File: src/design/cdds_pkg.sv
`timescale 1ns / 1ps

package cdds_pkg;

  localparam int unsigned ValW  = 7;
  localparam int unsigned DigW  = 4;
  localparam int unsigned SegW  = 8;
  localparam int unsigned PosW  = 2;

  localparam logic [SegW-1:0] SEG_BLANK   = 8'hFF;
  localparam logic [3:0]      HOUR_TENS_MAX   = 4'd2;
  localparam logic [3:0]      MINUTE_TENS_MAX = 4'd6;
  localparam logic [3:0]      UNITS_MAX       = 4'd9;

  // reciprocal of ten, exact for values below 1029
  localparam logic [7:0]  DIV10_MUL   = 8'd205;
  localparam int unsigned DIV10_SHIFT = 11;

  typedef enum logic [PosW-1:0] {
    POS_HOUR_TENS    = 2'd0,
    POS_HOUR_UNITS   = 2'd1,
    POS_MINUTE_TENS  = 2'd2,
    POS_MINUTE_UNITS = 2'd3
  } digit_pos_t;

  typedef struct packed {
    logic [ValW-1:0] hour_value;
    logic [ValW-1:0] minute_value;
  } in_item_t;

  typedef struct packed {
    logic [DigW-1:0] digit_enable;
    logic [SegW-1:0] segment_bits;
  } out_item_t;

  function automatic logic [SegW-1:0] digit_pattern(input logic [3:0] d);
    logic [SegW-1:0] p;
    case (d)
      4'd0: p = 8'hC0;
      4'd1: p = 8'hF9;
      4'd2: p = 8'hA4;
      4'd3: p = 8'hB0;
      4'd4: p = 8'h99;
      4'd5: p = 8'h92;
      4'd6: p = 8'h82;
      4'd7: p = 8'hF8;
      4'd8: p = 8'h80;
      4'd9: p = 8'h90;
      default: p = SEG_BLANK;
    endcase
    return p;
  endfunction

endpackage

File: src/design/clock_display_digit_scanner.sv
`timescale 1ns / 1ps

// an accepted request is registered into the result register, or into the skid entry while a result waits
// throughput: one request per cycle while out_stall stays low
// a two-entry output buffer (result register plus skid) keeps the input open
// for one more request while a result waits; in_stall is registered
// reset (synchronous, rst_n low) empties the buffer and points at hour tens
module clock_display_digit_scanner
  import cdds_pkg::*;
(
  input  logic      clk,
  input  logic      rst_n,
  input  logic      in_valid,
  output logic      in_stall,
  input  in_item_t  in_data,
  output logic      out_valid,
  input  logic      out_stall,
  output out_item_t out_data
);

  digit_pos_t pos_r, pos_nxt;
  logic       out_valid_r, out_valid_nxt;
  logic       skid_valid_r, skid_valid_nxt;
  out_item_t  out_r, out_nxt;
  out_item_t  skid_r, skid_nxt;

  logic       in_fire, out_fire;
  logic [6:0] sel_val;
  logic [14:0] prod;
  logic [3:0] tens, units, digit, digit_max;
  logic [SegW-1:0] seg;
  out_item_t  result;

  assign in_fire  = in_valid && !skid_valid_r;
  assign out_fire = out_valid_r && !out_stall;

  // decode the digit selected by the pointer
  always_comb begin
    if (pos_r == POS_HOUR_TENS || pos_r == POS_HOUR_UNITS) begin
      sel_val = in_data.hour_value;
    end else begin
      sel_val = in_data.minute_value;
    end
    prod  = {8'd0, sel_val} * {7'd0, DIV10_MUL};
    tens  = prod[DIV10_SHIFT+3:DIV10_SHIFT];
    units = 4'(sel_val - 7'(tens) * 7'd10);
    case (pos_r)
      POS_HOUR_TENS: begin
        digit     = tens;
        digit_max = HOUR_TENS_MAX;
      end
      POS_MINUTE_TENS: begin
        digit     = tens;
        digit_max = MINUTE_TENS_MAX;
      end
      default: begin
        digit     = units;
        digit_max = UNITS_MAX;
      end
    endcase
    if (digit > digit_max) begin
      seg = SEG_BLANK;
    end else begin
      seg = digit_pattern(digit);
    end
    // dot lit on hour units
    if (pos_r == POS_HOUR_UNITS) begin
      seg[SegW-1] = 1'b0;
    end
    result.digit_enable = DigW'(1) << pos_r;
    result.segment_bits = seg;
  end

  always_comb begin
    pos_nxt        = pos_r;
    out_valid_nxt  = out_valid_r;
    skid_valid_nxt = skid_valid_r;
    out_nxt        = out_r;
    skid_nxt       = skid_r;
    if (in_fire) begin
      pos_nxt = digit_pos_t'(pos_r + 2'd1);
    end
    if (skid_valid_r) begin
      if (out_fire) begin
        out_nxt        = skid_r;
        skid_valid_nxt = 1'b0;
      end
    end else if (in_fire) begin
      if (!out_valid_r || out_fire) begin
        out_nxt       = result;
        out_valid_nxt = 1'b1;
      end else begin
        skid_nxt       = result;
        skid_valid_nxt = 1'b1;
      end
    end else if (out_fire) begin
      out_valid_nxt = 1'b0;
    end
  end

  always_ff @(posedge clk) begin
    if (!rst_n) begin
      pos_r        <= POS_HOUR_TENS;
      out_valid_r  <= 1'b0;
      skid_valid_r <= 1'b0;
    end else begin
      pos_r        <= pos_nxt;
      out_valid_r  <= out_valid_nxt;
      skid_valid_r <= skid_valid_nxt;
    end
  end

  always_ff @(posedge clk) begin
    out_r  <= out_nxt;
    skid_r <= skid_nxt;
  end

  assign in_stall  = skid_valid_r;
  assign out_valid = out_valid_r;
  assign out_data  = out_r;

  a_onehot_enable: assert property (@(posedge clk) disable iff (!rst_n)
    out_valid_r |-> $onehot(out_r.digit_enable))
    else $error("digit enable not one-hot");

  a_skid_implies_out: assert property (@(posedge clk) disable iff (!rst_n)
    skid_valid_r |-> out_valid_r)
    else $error("skid entry held with empty result register");

  a_pointer_advance: assert property (@(posedge clk) disable iff (!rst_n)
    in_fire |=> pos_r == digit_pos_t'($past(pos_r) + 2'd1))
    else $error("digit pointer did not advance");

  a_dot_only_hour_units: assert property (@(posedge clk) disable iff (!rst_n)
    (out_valid_r && !out_r.digit_enable[POS_HOUR_UNITS]) |-> out_r.segment_bits[SegW-1])
    else $error("dot lit outside hour units");

  a_skid_drains: assert property (@(posedge clk) disable iff (!rst_n)
    (skid_valid_r && !out_stall) |=> !skid_valid_r)
    else $error("skid entry not moved on a free output");

endmodule
File: config.mk
export PLATFORM = sky130hd
export DESIGN_NAME = clock_display_digit_scanner
export DESIGN_NICKNAME = d
export VERILOG_FILES = /design/src/design/cdds_pkg.sv /design/src/design/clock_display_digit_scanner.sv
export SDC_FILE = /design/constraint.sdc
export NUM_CORES = 1
export LEC_CHECK = 0
export BUFFER_PORTS_ARGS = -buffer_cell sky130_fd_sc_hd__buf_2
export CORE_MARGIN = 2
export CORE_UTILIZATION = 59
export DETAILED_ROUTE_END_ITERATION = 10
export PLACE_DENSITY = 0.77
export SYNTH_ARGS = -nofsm -noshare
export SYNTH_HDL_FRONTEND = slang
export SYNTH_SLANG_ARGS = --single-unit
File: constraint.sdc
create_clock -name clk -period 7.7 [get_ports clk]
set_clock_uncertainty 0.1 [all_clocks]
set_input_delay 1.155 -clock clk [delete_from_list [all_inputs] [get_ports clk]]
set_output_delay 1.155 -clock clk [all_outputs]
set_load 0.02 [all_outputs]
==> results_dict.tcl, run 1 <==
set metrics [dict create \
    slowest_delay_ns 0.54 \
    fin_ws_ns 0.556 \
    period_share_pct 92.8 \
    die_w_um 70.7 \
    gp_congestion 0.870 \
    fp-row-count 24 \
    worst_slew_pin_slew_ns 0.917 \
    overflow 0 \
    fin_tns_setup_ns 0 \
    fin_hold_ws_ns 0.441 \
    synth_area_um2 2620 \
    regToRegSetupSlack_ns 0.56 \
    place_ws_ns 0.341 \
    cp_common_cell "inv_1" \
    grt_pass1_vias 1900 \
    rsz0062_at_grt "false" \
    relSlewSlack_pct 38.6 \
    dieArea_um2 4990 \
    area_growth_pct 11.1 \
    cts_buffers 3 \
    drt-wirelength-per-cell_um 14.8 \
    ios 32 \
    drv_slew 0 \
    yosysWarningCount 0 \
    cts_hold_buf 0 \
    antenna_found_initial 0 \
    grt_first_pass_wirelength_um 8340 \
    start_kind "flip-flop" \
    postSynthAreaPerCell_um2 10.6 \
    clk_latency_ns 0.27 \
    slowest_stage "fa_1" \
    synth.ff_latch_count 28 \
    layout-drive-gt1-share_pct 24.1 \
    synthArstFlopShare_pct 0 \
    hold_violations 0 \
    synth_nets 316 \
    fmax_ghz 0.140 \
    routed_via_density 5.57 \
    synth_edf_count 24 \
    multi_input_area_um2 1690 \
    yosysSeqAreaShare_pct 30.5 \
    drc 0 \
    worstPathRequired_ns 7.63 \
    cp_max_fo 8 \
    min_path_type "reg2reg" \
    drv_cap 0 \
    synth_cell_types 47 \
    antenna_cells 0 \
    ant_nets 0 \
    synthFlopType "edfxtp_1" \
    hpwl_um 4130 \
    final-seq-area_um2 801 \
    cts_buffer_depth 2 \
    synthCells 247 \
    status "finished clean" \
    cts_root_buf "clkbuf_8" \
    critPathKind "reg2reg" \
    critical_path.endpoint_type "flip-flop" \
    nFillCells 343 \
    port_buffers 31 \
    cts_tree "yes" \
    nNetsFinal 352 \
    cts.sinks 28 \
    start_util_pct 60.6 \
    grt_max_degree 16 \
    die_h_um 70.7 \
    min_period_ns 7.14 \
    dr.pass1.iters 4 \
    cp.arrival_ns 7.08 \
    grt.total_usage_pct 20.7 \
    coreArea_um2 4320 \
    drtIter0Drc 134 \
    num_vias 1859 \
    finalSetupViolCount 0 \
    htree_levels 1 \
    clk_pin_slew_ns 0.09 \
    drt_wl_total_um 4940 \
]
## per-layer routing
| layer | GRT usage [%] | vias to the layer above | share of wire [%] |
|---|---|---|---|
| met4 | 4.82 | 0 | 0.57 |
| li1 | - | 945 | - |
| met5 | 0 | - | 0 |
| met2 | 38.1 | 32 | 52 |
| met3 | 1.85 | 2 | 2.3 |
| met1 | 26.5 | 880 | 46 |
## metrics by stage
stage | util [%] | area [um^2] | std cells
after global routing | 67.4 | 2910 | 334
after CTS | 67.0 | 2900 | 334
after global placement | 66.0 | 2850 | 330
final | 67.4 | 2910 | 334
after floorplan | - | 2620 | 247
after detailed placement | 66.0 | 2850 | 330
## state kept, by name, indices dropped and copies added (netlist names)
name and flops:
out_valid 1, in_stall 1, pos_r 2, out_data 12, skid_r 12
## cells by family (layout without fill, tap and decap cells)
| kind of cell | count (synthesis) | after routing | share of synthesized area [%] |
|---|---|---|---|
| AOI/OAI and AO/OA | 54 | 54 | 16.5 |
| adders and majority gates | 51 | 51 | 26.6 |
| and+or+nand+nor | 43 | 43 | 7.68 |
| buffers and inverters | 40 | 75 | 5.77 |
| DFF | 28 | 28 | 30.5 |
| muxes | 20 | 20 | 8.30 |
| xor gates and xnor gates | 11 | 11 | 4.58 |
## final cells by class
cell class / instances / share of cell area, %
Tap cell: 52 / 2.23
Clock buffer: 4 / 1.55
Timing Repair Buffer: 34 / 6.10
Multi-Input combinational cell: 179 / 57.9
Sequential cell: 28 / 27.5
Inverter: 37 / 4.77
## cell usage in the layout, fill, tap and decap left out, types with 4 or more instances in the layout
cell type,n
a211oi_1,5
a21oi_1,7
and2_1,4
buf_2,31
dfxtp_1,4
edfxtp_1,24
fa_1,8
ha_1,43
inv_1,36
mux2_2,10
mux2i_1,7
nand2_1,18
nor2_1,11
o21a_1,4
o21ai_0,10
o21ai_2,5
xnor2_1,7
## what timing repair did
item                       in CTS  in global routing
setup endpoints to repair       0                 13
buffers inserted                0                  0
gates resized for setup         0                  4
## worst max-delay path: cells and delay by family, from the launching register on
kind	cells	cell delay (ns)
fa+ha+maj	8	2.72
compound gates	7	1.30
mux	2	0.66
buf+inv	8	0.63
simple gates	4	0.56
xor+xnor	2	0.50
flops	1	0.41
## final timing paths
path,start,end,cells after the start
worst max register to register,pos_r[0],out_data[0],31
worst min-delay path,skid_r[7],out_data[7],2
worst max-delay path,pos_r[0],out_data[0],31
worst min register to register,skid_r[7],out_data[7],2
## cells in the mapped netlist (2+ instances only)
cell type	count	share of area, %
a211o_1	2	0.67
a211oi_1	5	1.4
a211oi_2	3	1.4
a21boi_0	2	0.57
a21oi_1	7	1.3
a31oi_1	2	0.48
and2_1	4	0.95
clkbuf_1	2	0.29
dfxtp_1	4	3.1
edfxtp_1	24	27
fa_1	8	6.1
ha_1	43	21
inv_1	36	5.2
mux2_2	10	4.3
mux2i_1	9	3.4
nand2_1	18	2.6
nand3_1	2	0.38
nor2_1	12	1.7
nor2b_1	2	0.48
o211ai_1	2	0.57
o21a_1	4	1.1
o21ai_0	10	1.9
o21ai_2	5	1.7
xnor2_1	7	2.3
xor2_1	2	0.67
Power of run 1 is not shown: default switching activity piles up to over one toggle a cycle in this logic, so the estimate is an artifact.
==> inputs of run 2 (changes only) <==
CORE_UTILIZATION = 60   (was 59)
CTS_BUF_LIST = sky130_fd_sc_hd__clkbuf_8   (was not set)
PLACE_DENSITY = 0.78   (was 0.77)
==> results_dict.tcl, run 2 (same netlist as run 1, synthesis figures left out) <==
set metrics [dict create \
    status "finished clean" \
    stdcell_count 334 \
    worstPathRequired_ns 7.63 \
    postPlaceCellArea_um2 2850 \
    min_path_type "reg2reg" \
    gp_congestion 0.869 \
    fin_tns_setup_ns 0 \
    slowest_delay_ns 0.55 \
    clk_latency_ns 0.27 \
    antenna_cells 0 \
    start_kind "flip-flop" \
    dieArea_um2 4920 \
    final_common_cell "ha_1" \
    critPathKind "reg2reg" \
    area_growth_pct 12.5 \
    die_w_um 70.1 \
    drtIter0Drc 94 \
    cts_resized 0 \
    period_share_pct 92.7 \
    clk_pin_slew_ns 0.09 \
    rsz0062_at_grt "false" \
    fp-row-count 24 \
    drt_wl_total_um 4830 \
    cp_common_cell "inv_1" \
    hpwl_um 4010 \
    regToRegSetupSlack_ns 0.56 \
    stdcell_area_um2 2950 \
    placedCellCount 330 \
    hold_violations 0 \
    drv_cap 0 \
    fin_hold_ws_ns 0.457 \
    grt_pass1_vias 1922 \
    cts_hold_buf 0 \
    port_buffers 31 \
    nNetsFinal 352 \
    htree_levels 1 \
    critical_path.endpoint_type "flip-flop" \
    cts_buffer_depth 2 \
    die_h_um 70.1 \
    relSlewSlack_pct 35.5 \
    overflow 0 \
    fmax_ghz 0.140 \
    cp_max_fo 9 \
    cts_root_buf "clkbuf_8" \
    grt.total_usage_pct 21.8 \
    ant_nets 0 \
    grt_max_degree 17 \
    finalSetupViolCount 0 \
    layout-drive-gt1-share_pct 24.5 \
    num_vias 1904 \
    ios 32 \
    drc 0 \
    drt-wirelength-per-cell_um 14.5 \
    worst_slew_pin_slew_ns 0.965 \
    drv_slew 0 \
    slowest_stage "fa_1" \
    start_util_pct 61.1 \
    grt_first_pass_wirelength_um 8690 \
    antenna_found_initial 0 \
    cts_buffers 3 \
    layout_common_cells "ha_1 (43), inv_1 (36), buf_2 (31)" \
    min_period_ns 7.14 \
    dr.pass1.iters 4 \
    cts.sinks 28 \
    cp.arrival_ns 7.07 \
    coreArea_um2 4290 \
    post_cts_buffers 0 \
    cts_tree "yes" \
    routed_via_density 5.70 \
]
run 2: cell count changes in the layout (fill, tap and decap cells not counted):
cell / delta
o21a_1: -1
nor2_1: +1
clkbuf_1: -1
mux2i_2: -2
bufinv_16: +1
o21a_2: +1
nor2_4: -1
mux2i_4: +2
run 2: metal layers:
layer	global-route usage, %	part of all wire [%]	wire (um)
met5	0	0	0
met4	6.84	2.1	101
met3	2.02	4.2	205
met2	38.0	49	2380
met1	28.8	45	2150
run 2: worst paths after layout:
path                 end       from  depth (start not counted)
max          out_data[6]   pos_r[0]                         32
min reg2reg  out_data[7]  skid_r[7]                          2
min          out_data[7]  skid_r[7]                          2
max reg2reg  out_data[6]   pos_r[0]                         32
run 2: critical path, delay by kind of cell, from the launching register on:
family,cells,cell delay (ns)
fa+ha+maj,8,2.70
compound gates,7,1.32
buf+inv,9,0.81
mux,2,0.60
xor+xnor,2,0.51
simple gates,4,0.47
flops,1,0.41
run 2: metrics by stage:
stage               util, %  worst slack (ns)
CTS                    68.1             0.401
floorplan                 -             0.824
finish                 68.7             0.564
global placement       66.4             0.419
detailed placement     66.4             0.313
global route           68.7            0.0936
run 2: layout make-up:
cell class | instances | area [um^2]
Clock buffer | 3 | 41.3
Clock inverter | 1 | 30.0
Fill cell | 345 | 1340
Inverter | 37 | 139
Multi-Input combinational cell | 179 | 1700
Sequential cell | 28 | 801
Tap cell | 52 | 65.1
Timing Repair Buffer | 34 | 178
Power of run 2 is left out for the same reason.
